## src/rtl/core/aes128_ofb_stream_cipher_defines.svh

```systemverilog
// ----------------------------------------------------------------------------
// AES-128 OFB stream cipher assertion macros
// Assertion helpers, empty when synthesized.
// ----------------------------------------------------------------------------
`ifndef AES128_OFB_STREAM_CIPHER_DEFINES_SVH
`define AES128_OFB_STREAM_CIPHER_DEFINES_SVH

`ifndef SYNTHESIS
`define AOFB_ASSERT_IMPL(label, clk, rst_n, ante, cons) \
	label: assert property (@(posedge clk) disable iff (!rst_n) (ante) |-> (cons)) \
		else $error("assertion failed");
`define AOFB_ASSERT_NEXT(label, clk, rst_n, ante, cons) \
	label: assert property (@(posedge clk) disable iff (!rst_n) (ante) |=> (cons)) \
		else $error("assertion failed");
`else
`define AOFB_ASSERT_IMPL(label, clk, rst_n, ante, cons)
`define AOFB_ASSERT_NEXT(label, clk, rst_n, ante, cons)
`endif

`endif

```

## src/rtl/core/aofb_pkg.sv

```systemverilog
// ----------------------------------------------------------------------------
// AES-128 OFB package
// Shared types, constants and AES round functions.
// ----------------------------------------------------------------------------
`timescale 1ns / 1ps

package aofb_pkg;

	localparam logic [1:0] CFG_KEY_HIGH = 2'd0;
	localparam logic [1:0] CFG_KEY_LOW  = 2'd1;
	localparam logic [1:0] CFG_IV_HIGH  = 2'd2;
	localparam logic [1:0] CFG_IV_LOW   = 2'd3;
	localparam int CFG_IDX_W = 2;
	localparam int ROUNDS = 10;

	typedef struct packed {
		logic start;
		logic load_iv;
		logic round;
		logic finish;
	} dp_cmd_t;

	typedef struct packed {
		logic last_round;
	} dp_stat_t;

	function automatic logic [7:0] sbox(input logic [7:0] a);
		logic [7:0] r;
		case (a)
8'h00:r=8'h63;8'h01:r=8'h7c;8'h02:r=8'h77;8'h03:r=8'h7b;8'h04:r=8'hf2;8'h05:r=8'h6b;8'h06:r=8'h6f;8'h07:r=8'hc5;
8'h08:r=8'h30;8'h09:r=8'h01;8'h0a:r=8'h67;8'h0b:r=8'h2b;8'h0c:r=8'hfe;8'h0d:r=8'hd7;8'h0e:r=8'hab;8'h0f:r=8'h76;
8'h10:r=8'hca;8'h11:r=8'h82;8'h12:r=8'hc9;8'h13:r=8'h7d;8'h14:r=8'hfa;8'h15:r=8'h59;8'h16:r=8'h47;8'h17:r=8'hf0;
8'h18:r=8'had;8'h19:r=8'hd4;8'h1a:r=8'ha2;8'h1b:r=8'haf;8'h1c:r=8'h9c;8'h1d:r=8'ha4;8'h1e:r=8'h72;8'h1f:r=8'hc0;
8'h20:r=8'hb7;8'h21:r=8'hfd;8'h22:r=8'h93;8'h23:r=8'h26;8'h24:r=8'h36;8'h25:r=8'h3f;8'h26:r=8'hf7;8'h27:r=8'hcc;
8'h28:r=8'h34;8'h29:r=8'ha5;8'h2a:r=8'he5;8'h2b:r=8'hf1;8'h2c:r=8'h71;8'h2d:r=8'hd8;8'h2e:r=8'h31;8'h2f:r=8'h15;
8'h30:r=8'h04;8'h31:r=8'hc7;8'h32:r=8'h23;8'h33:r=8'hc3;8'h34:r=8'h18;8'h35:r=8'h96;8'h36:r=8'h05;8'h37:r=8'h9a;
8'h38:r=8'h07;8'h39:r=8'h12;8'h3a:r=8'h80;8'h3b:r=8'he2;8'h3c:r=8'heb;8'h3d:r=8'h27;8'h3e:r=8'hb2;8'h3f:r=8'h75;
8'h40:r=8'h09;8'h41:r=8'h83;8'h42:r=8'h2c;8'h43:r=8'h1a;8'h44:r=8'h1b;8'h45:r=8'h6e;8'h46:r=8'h5a;8'h47:r=8'ha0;
8'h48:r=8'h52;8'h49:r=8'h3b;8'h4a:r=8'hd6;8'h4b:r=8'hb3;8'h4c:r=8'h29;8'h4d:r=8'he3;8'h4e:r=8'h2f;8'h4f:r=8'h84;
8'h50:r=8'h53;8'h51:r=8'hd1;8'h52:r=8'h00;8'h53:r=8'hed;8'h54:r=8'h20;8'h55:r=8'hfc;8'h56:r=8'hb1;8'h57:r=8'h5b;
8'h58:r=8'h6a;8'h59:r=8'hcb;8'h5a:r=8'hbe;8'h5b:r=8'h39;8'h5c:r=8'h4a;8'h5d:r=8'h4c;8'h5e:r=8'h58;8'h5f:r=8'hcf;
8'h60:r=8'hd0;8'h61:r=8'hef;8'h62:r=8'haa;8'h63:r=8'hfb;8'h64:r=8'h43;8'h65:r=8'h4d;8'h66:r=8'h33;8'h67:r=8'h85;
8'h68:r=8'h45;8'h69:r=8'hf9;8'h6a:r=8'h02;8'h6b:r=8'h7f;8'h6c:r=8'h50;8'h6d:r=8'h3c;8'h6e:r=8'h9f;8'h6f:r=8'ha8;
8'h70:r=8'h51;8'h71:r=8'ha3;8'h72:r=8'h40;8'h73:r=8'h8f;8'h74:r=8'h92;8'h75:r=8'h9d;8'h76:r=8'h38;8'h77:r=8'hf5;
8'h78:r=8'hbc;8'h79:r=8'hb6;8'h7a:r=8'hda;8'h7b:r=8'h21;8'h7c:r=8'h10;8'h7d:r=8'hff;8'h7e:r=8'hf3;8'h7f:r=8'hd2;
8'h80:r=8'hcd;8'h81:r=8'h0c;8'h82:r=8'h13;8'h83:r=8'hec;8'h84:r=8'h5f;8'h85:r=8'h97;8'h86:r=8'h44;8'h87:r=8'h17;
8'h88:r=8'hc4;8'h89:r=8'ha7;8'h8a:r=8'h7e;8'h8b:r=8'h3d;8'h8c:r=8'h64;8'h8d:r=8'h5d;8'h8e:r=8'h19;8'h8f:r=8'h73;
8'h90:r=8'h60;8'h91:r=8'h81;8'h92:r=8'h4f;8'h93:r=8'hdc;8'h94:r=8'h22;8'h95:r=8'h2a;8'h96:r=8'h90;8'h97:r=8'h88;
8'h98:r=8'h46;8'h99:r=8'hee;8'h9a:r=8'hb8;8'h9b:r=8'h14;8'h9c:r=8'hde;8'h9d:r=8'h5e;8'h9e:r=8'h0b;8'h9f:r=8'hdb;
8'ha0:r=8'he0;8'ha1:r=8'h32;8'ha2:r=8'h3a;8'ha3:r=8'h0a;8'ha4:r=8'h49;8'ha5:r=8'h06;8'ha6:r=8'h24;8'ha7:r=8'h5c;
8'ha8:r=8'hc2;8'ha9:r=8'hd3;8'haa:r=8'hac;8'hab:r=8'h62;8'hac:r=8'h91;8'had:r=8'h95;8'hae:r=8'he4;8'haf:r=8'h79;
8'hb0:r=8'he7;8'hb1:r=8'hc8;8'hb2:r=8'h37;8'hb3:r=8'h6d;8'hb4:r=8'h8d;8'hb5:r=8'hd5;8'hb6:r=8'h4e;8'hb7:r=8'ha9;
8'hb8:r=8'h6c;8'hb9:r=8'h56;8'hba:r=8'hf4;8'hbb:r=8'hea;8'hbc:r=8'h65;8'hbd:r=8'h7a;8'hbe:r=8'hae;8'hbf:r=8'h08;
8'hc0:r=8'hba;8'hc1:r=8'h78;8'hc2:r=8'h25;8'hc3:r=8'h2e;8'hc4:r=8'h1c;8'hc5:r=8'ha6;8'hc6:r=8'hb4;8'hc7:r=8'hc6;
8'hc8:r=8'he8;8'hc9:r=8'hdd;8'hca:r=8'h74;8'hcb:r=8'h1f;8'hcc:r=8'h4b;8'hcd:r=8'hbd;8'hce:r=8'h8b;8'hcf:r=8'h8a;
8'hd0:r=8'h70;8'hd1:r=8'h3e;8'hd2:r=8'hb5;8'hd3:r=8'h66;8'hd4:r=8'h48;8'hd5:r=8'h03;8'hd6:r=8'hf6;8'hd7:r=8'h0e;
8'hd8:r=8'h61;8'hd9:r=8'h35;8'hda:r=8'h57;8'hdb:r=8'hb9;8'hdc:r=8'h86;8'hdd:r=8'hc1;8'hde:r=8'h1d;8'hdf:r=8'h9e;
8'he0:r=8'he1;8'he1:r=8'hf8;8'he2:r=8'h98;8'he3:r=8'h11;8'he4:r=8'h69;8'he5:r=8'hd9;8'he6:r=8'h8e;8'he7:r=8'h94;
8'he8:r=8'h9b;8'he9:r=8'h1e;8'hea:r=8'h87;8'heb:r=8'he9;8'hec:r=8'hce;8'hed:r=8'h55;8'hee:r=8'h28;8'hef:r=8'hdf;
8'hf0:r=8'h8c;8'hf1:r=8'ha1;8'hf2:r=8'h89;8'hf3:r=8'h0d;8'hf4:r=8'hbf;8'hf5:r=8'he6;8'hf6:r=8'h42;8'hf7:r=8'h68;
8'hf8:r=8'h41;8'hf9:r=8'h99;8'hfa:r=8'h2d;8'hfb:r=8'h0f;8'hfc:r=8'hb0;8'hfd:r=8'h54;8'hfe:r=8'hbb;8'hff:r=8'h16;
			default: r = 8'h00;
		endcase
		return r;
	endfunction

	function automatic logic [7:0] xtime(input logic [7:0] a);
		return {a[6:0], 1'b0} ^ (a[7] ? 8'h1b : 8'h00);
	endfunction

	// byte i of a block sits at bits 127-8i
	function automatic logic [7:0] blk_byte(input logic [127:0] b, input int i);
		return b[127 - 8 * i -: 8];
	endfunction

	function automatic logic [127:0] next_key(input logic [127:0] k, input logic [7:0] rc);
		logic [7:0] kb [16];
		logic [7:0] t [4];
		logic [127:0] r;
		for (int i = 0; i < 16; i++) kb[i] = blk_byte(k, i);
		t[0] = sbox(kb[13]) ^ rc;
		t[1] = sbox(kb[14]);
		t[2] = sbox(kb[15]);
		t[3] = sbox(kb[12]);
		for (int i = 0; i < 16; i++) begin
			kb[i] = kb[i] ^ ((i < 4) ? t[i] : kb[i - 4]);
		end
		for (int i = 0; i < 16; i++) r[127 - 8 * i -: 8] = kb[i];
		return r;
	endfunction

	function automatic logic [127:0] enc_round(input logic [127:0] s, input logic last);
		logic [7:0] sb [16];
		logic [7:0] t [16];
		logic [7:0] a0, a1, a2, a3, al;
		logic [127:0] r;
		for (int i = 0; i < 16; i++) sb[i] = blk_byte(s, i);
		for (int rr = 0; rr < 4; rr++)
			for (int c = 0; c < 4; c++)
				t[rr + 4 * c] = sbox(sb[rr + 4 * ((c + rr) & 3)]);
		for (int c = 0; c < 4; c++) begin
			a0 = t[4 * c];
			a1 = t[4 * c + 1];
			a2 = t[4 * c + 2];
			a3 = t[4 * c + 3];
			al = a0 ^ a1 ^ a2 ^ a3;
			if (last) begin
				sb[4 * c] = a0;
				sb[4 * c + 1] = a1;
				sb[4 * c + 2] = a2;
				sb[4 * c + 3] = a3;
			end else begin
				sb[4 * c]     = a0 ^ al ^ xtime(a0 ^ a1);
				sb[4 * c + 1] = a1 ^ al ^ xtime(a1 ^ a2);
				sb[4 * c + 2] = a2 ^ al ^ xtime(a2 ^ a3);
				sb[4 * c + 3] = a3 ^ al ^ xtime(a3 ^ a0);
			end
		end
		for (int i = 0; i < 16; i++) r[127 - 8 * i -: 8] = sb[i];
		return r;
	endfunction

endpackage

```

## src/rtl/core/aofb_ctrl.sv

```systemverilog
// ----------------------------------------------------------------------------
// AES-128 OFB controller
// Sequences keystream generation and the byte handshakes.
// ----------------------------------------------------------------------------
`timescale 1ns / 1ps

module aofb_ctrl (
	input  logic                clk,
	input  logic                arst_n,
	input  logic                in_valid,
	output logic                in_ready,
	input  logic                end_of_message,
	output logic                out_valid,
	input  logic                out_ready,
	output aofb_pkg::dp_cmd_t   cmd,
	input  aofb_pkg::dp_stat_t  stat,
	output logic                gen_busy
);

	localparam logic [1:0] ST_IDLE = 2'd0;
	localparam logic [1:0] ST_GEN  = 2'd1;
	localparam logic [1:0] ST_OUT  = 2'd2;

	logic [1:0] state_q;
	logic       msg_start_q;
	logic [3:0] cnt_q;
	logic       acc;

	assign in_ready = (state_q == ST_OUT) && (!out_valid || out_ready);
	assign acc = in_valid && in_ready;
	assign gen_busy = (state_q == ST_GEN);

	always_comb begin
		cmd = '0;
		cmd.start = (state_q == ST_IDLE) && in_valid;
		cmd.load_iv = msg_start_q;
		cmd.round = (state_q == ST_GEN);
		cmd.finish = acc;
		if (acc) cmd.load_iv = end_of_message;
	end

	always_ff @(posedge clk or negedge arst_n) begin
		if (!arst_n) begin
			state_q     <= ST_IDLE;
			msg_start_q <= 1'b1;
			cnt_q       <= '0;
			out_valid   <= 1'b0;
		end else begin
			if (out_ready) out_valid <= 1'b0;
			case (state_q)
				ST_IDLE: if (in_valid) state_q <= ST_GEN;
				ST_GEN: if (stat.last_round) begin
					state_q     <= ST_OUT;
					msg_start_q <= 1'b0;
					cnt_q       <= '0;
				end
				ST_OUT: if (acc) begin
					out_valid <= 1'b1;
					cnt_q <= cnt_q + 4'd1;
					if (end_of_message) begin
						msg_start_q <= 1'b1;
						state_q <= ST_IDLE;
					end else if (cnt_q == 4'd15) state_q <= ST_IDLE;
				end
				default: state_q <= ST_IDLE;
			endcase
		end
	end

endmodule

```

## config.mk

```make
export PLATFORM = sky130hd
export DESIGN_NAME = aofb_ctrl
export DESIGN_NICKNAME = d
export VERILOG_FILES = /design/src/rtl/core/aes128_ofb_stream_cipher_defines.svh /design/src/rtl/core/aofb_pkg.sv /design/src/rtl/core/aofb_ctrl.sv
export SDC_FILE = /design/constraint.sdc
export NUM_CORES = 1
export LEC_CHECK = 0
export ABC_AREA = 1
export BUFFER_PORTS_ARGS = -buffer_cell sky130_fd_sc_hd__buf_4
export CAP_MARGIN = 20
export CELL_PAD_IN_SITES_DETAIL_PLACEMENT = 0
export CELL_PAD_IN_SITES_GLOBAL_PLACEMENT = 1
export CORE_AREA = 3 3 40 42
export CTS_BUF_LIST = sky130_fd_sc_hd__clkbuf_8
export DETAILED_ROUTE_END_ITERATION = 10
export DIE_AREA = 0 0 43 45
export PLACE_DENSITY_LB_ADDON = 0.05
export RECOVER_POWER = 25
export SLEW_MARGIN = 0
export SYNTH_ARGS = -nofsm -noshare
export SYNTH_HDL_FRONTEND = slang
export SYNTH_SLANG_ARGS = --single-unit
```

## constraint.sdc

```tcl
create_clock -name clk -period 3.4 [get_ports clk]
set_clock_uncertainty 0.15 [all_clocks]
set_input_delay 0.17 -clock clk [delete_from_list [all_inputs] [get_ports clk]]
set_output_delay 0.17 -clock clk [all_outputs]
set_load 0.1 [all_outputs]
```

==> results.md <==
* WHS Path Cells at 3
* Slowest stage cell on the critical path: dfrtp_1
* Main combinational cell family by area after synthesis: simple AND/OR/NAND/NOR gates
* Synth Flop Type: dfrtp_1
* Resized Gates After CTS at 0
* M1 GR Usage at 0.137
* Max capacitance violation total at 0
* Critical Path Sink Type: primary output
* CTS tree: yes
* Clock Path Buffers at 2
* Layout area overhead at 31.2%
* Clk slew on worst S/H paths at ~40 ps
* Post-layout net count at approximately 80
* Synth Register Bits at 8
* Final Setup Violations at 0
* Cts bufs inserted at 3
* Synth Area per Inst at 7.89 um^2
* Reg-to-Reg Start: state_q[1]$_DFFE_PN0P_
* Initial antenna violation count at 0
* Vias/cell at around 4.6
* Largest net degree at the start of global routing at 9
* DIE WIDTH at roughly 43 um
* Worst-path cell chain: inv_2 > nor2_4 > nand3_4 > inv_2 > nand2_1 > nand2_1 > buf_4
* Final Cycle Share at 0.519
* Total negative slack at 0 ps
* DRC violation count after routing at 0
* Count leader, synth: nand2_1
* Final hold vios at 0
* Pins Over Slew Limit at 0
* Post-synth top area cell: dfrtp_1
* Area share of the largest cell type after synthesis at 0.376
* RD Place Congestion at 0.717
* Hold Crit Class: input port to register
* Port Buf Inserts at 12
* Post-synthesis mux area share at 0.0215
* Met3 Resource Use GR at 0.0279
* Starting density of the core at 0.362
* Post-Synth Simple-Gate Area at 0.395
* Ant. Diodes at 0
* Vias at between 400 and 500
* Setup Buffers After CTS at 0
* Die span in y at 45 um
* Post-synthesis compound-gate area fraction at 0
* Root buf cell: clkbuf_8
* Post-Synth Adder-Cell Area at 0.0269
* Vias in the first global route at approximately 380
* Core Footprint at 1280 um^2
* Period minus WS final at approximately 1800 ps
* FP Rows at 13
* DRT antenna net count at 0
* Synth area leaders: dfrtp_1, nand2_1, dfstp_2, inv_1, nand3_4
* Cell area after synthesis at 465 um^2
* Worst Setup Path Type: register to primary output
* DR WL/cell at between 10 and 15 um
* Post-synthesis instance total at between 50 and 60
* Max frequency at ~0.57 GHz
* Remaining Overflow, GRT at 0
* Critical Path Start Type: register
* Drt first-iter violations at 2
* Async S/R FF share, synth at 1.00
* RSZ-0062 raised after global routing: false
* IO Count at 13
* Post-synthesis xor/xnor area fraction at 0.0188
* Syn nets at 66
* Most Used Layer, Global Route: met2
* Post-synth EDFFs at 0
* Synth warn at 0
* WP data required at 3080 ps
* H-tree levels at 1
* Status: finished, final reports clean
* Reg2Reg Setup Slack at approximately 2200 ps
* Yosys cell types at 19
* Crit path max fanout at 5
* Fillcell total at ~130
* Worst Reg2Reg Path Length in Cells at 7
* Hold-fix buffers at CTS at 1
* Worst-margin pin slew at around 450 ps
* Critical Path AT at 1440 ps
* Routed WL at between 800 and 900 um
* Clock latency at the later pin of the worst-skew pair at 230 ps
* Met2 usage at 0.183
* Rel. slew slack at 0.699
* Hold_sp: end_of_message
* Drt pass-1 iters at 2
* DIE AREA at just under 2000 um^2
* Num Clock Sinks at 8
* Min-Delay Endpoint: msg_start_q$_DFFE_PN1P_
* All-layer global routing usage at 0.119
* RR Endpoint: cnt_q[2]$_DFFE_PN0P_
* Sequential area share after synthesis at 0.433
* List of most frequent post-synthesis cells: nand2_1, dfrtp_1, inv_1, inv_2
* DP Wirelength at between 700 and 800 um
* Max stage delay on crit path at 420 ps
* First-pass GRT wire length at between 1500 and 2000 um
* Layout cells sized above 1 at 0.324
how the worst max path moves through the flow:
stage / to / slack (ps) / startpoint
4_1_cts: cmd[2] / 1620 / state_q[1]$_DFFE_PN0P_
6_report: cmd[2] / 1640 / state_q[1]$_DFFE_PN0P_
3_5_place_dp: cmd[2] / 1870 / state_q[1]$_DFFE_PN0P_
5_1_grt: cmd[2] / 1510 / state_q[1]$_DFFE_PN0P_
2_1_floorplan: state_q[0]$_DFFE_PN0P_ / 400 / state_q[1]$_DFFE_PN0P_
3_3_place_gp: cmd[2] / 1860 / state_q[1]$_DFFE_PN0P_
per-stage QoR:
step / setup slack [ps] / instances / instance area (um^2) / utilization / hold WS (ps)
3_5_place_dp: 1870 / 84 / 559 / 0.435 / -157
6_report: 1640 / 89 / 611 / 0.475 / 25.9
3_3_place_gp: 1860 / 84 / 559 / 0.435 / -152
2_1_floorplan: 403 / 59 / 465 / - / -276
5_1_grt: 1510 / 89 / 611 / 0.475 / 60.7
4_1_cts: 1620 / 89 / 614 / 0.478 / 24.6
cell families (layout without fill, tap and decap cells):
logic type,after synthesis,count (layout)
XOR/XNOR,1,1
adder cells (fa/ha/maj),1,1
buffers and inverters,11,26
flip-flops,8,8
multiplexers,1,1
AND/OR/NAND/NOR,37,37
critical path, delay by kind of cell (launching register included):
family / cells / cell delay [ps]
buffers and inverters: 3 / 420
AND/OR/NAND/NOR: 4 / 370
flip-flops: 1 / 420
registers in the layout, summed over array words and instances, names as in the netlist:
signal,flops
cnt_q,4
state_q,2
out_valid,1
msg_start_q,1
cell usage in the layout (no fill, tap or decap), types with 2 or more instances in the layout:
| cell | netlist | routed |
|---|---|---|
| nand2_1 | 22 | 22 |
| buf_4 | 2 | 11 |
| dfrtp_1 | 7 | 7 |
| inv_1 | 5 | 6 |
| inv_2 | 4 | 4 |
| nor2_1 | 3 | 3 |
| nand3_1 | 3 | 3 |
| clkbuf_8 | 0 | 3 |
| nor3_1 | 2 | 2 |
metal layers:
layer  routed length [um]  share of wire  vias to the layer above
met4                   29          0.032                        0
met2                  399           0.45                       13
met5                    0              0                        -
met3                   67          0.075                        4
li1                     -              -                      206
met1                  396           0.44                      187
area by class of cell:
class | count | area (um^2) | area share
Timing Repair Buffer | 13 | 96.3 | 0.158
Sequential cell | 8 | 201 | 0.330
Tap cell | 15 | 18.8 | 0.0307
Multi-Input combinational cell | 40 | 215 | 0.352
Clock buffer | 3 | 41.3 | 0.0676
Inverter | 9 | 33.8 | 0.0553
Clock inverter | 1 | 3.75 | 0.00615
Power is not shown: default switching activity piles up to over one toggle a cycle in this logic, so the estimate is an artifact.
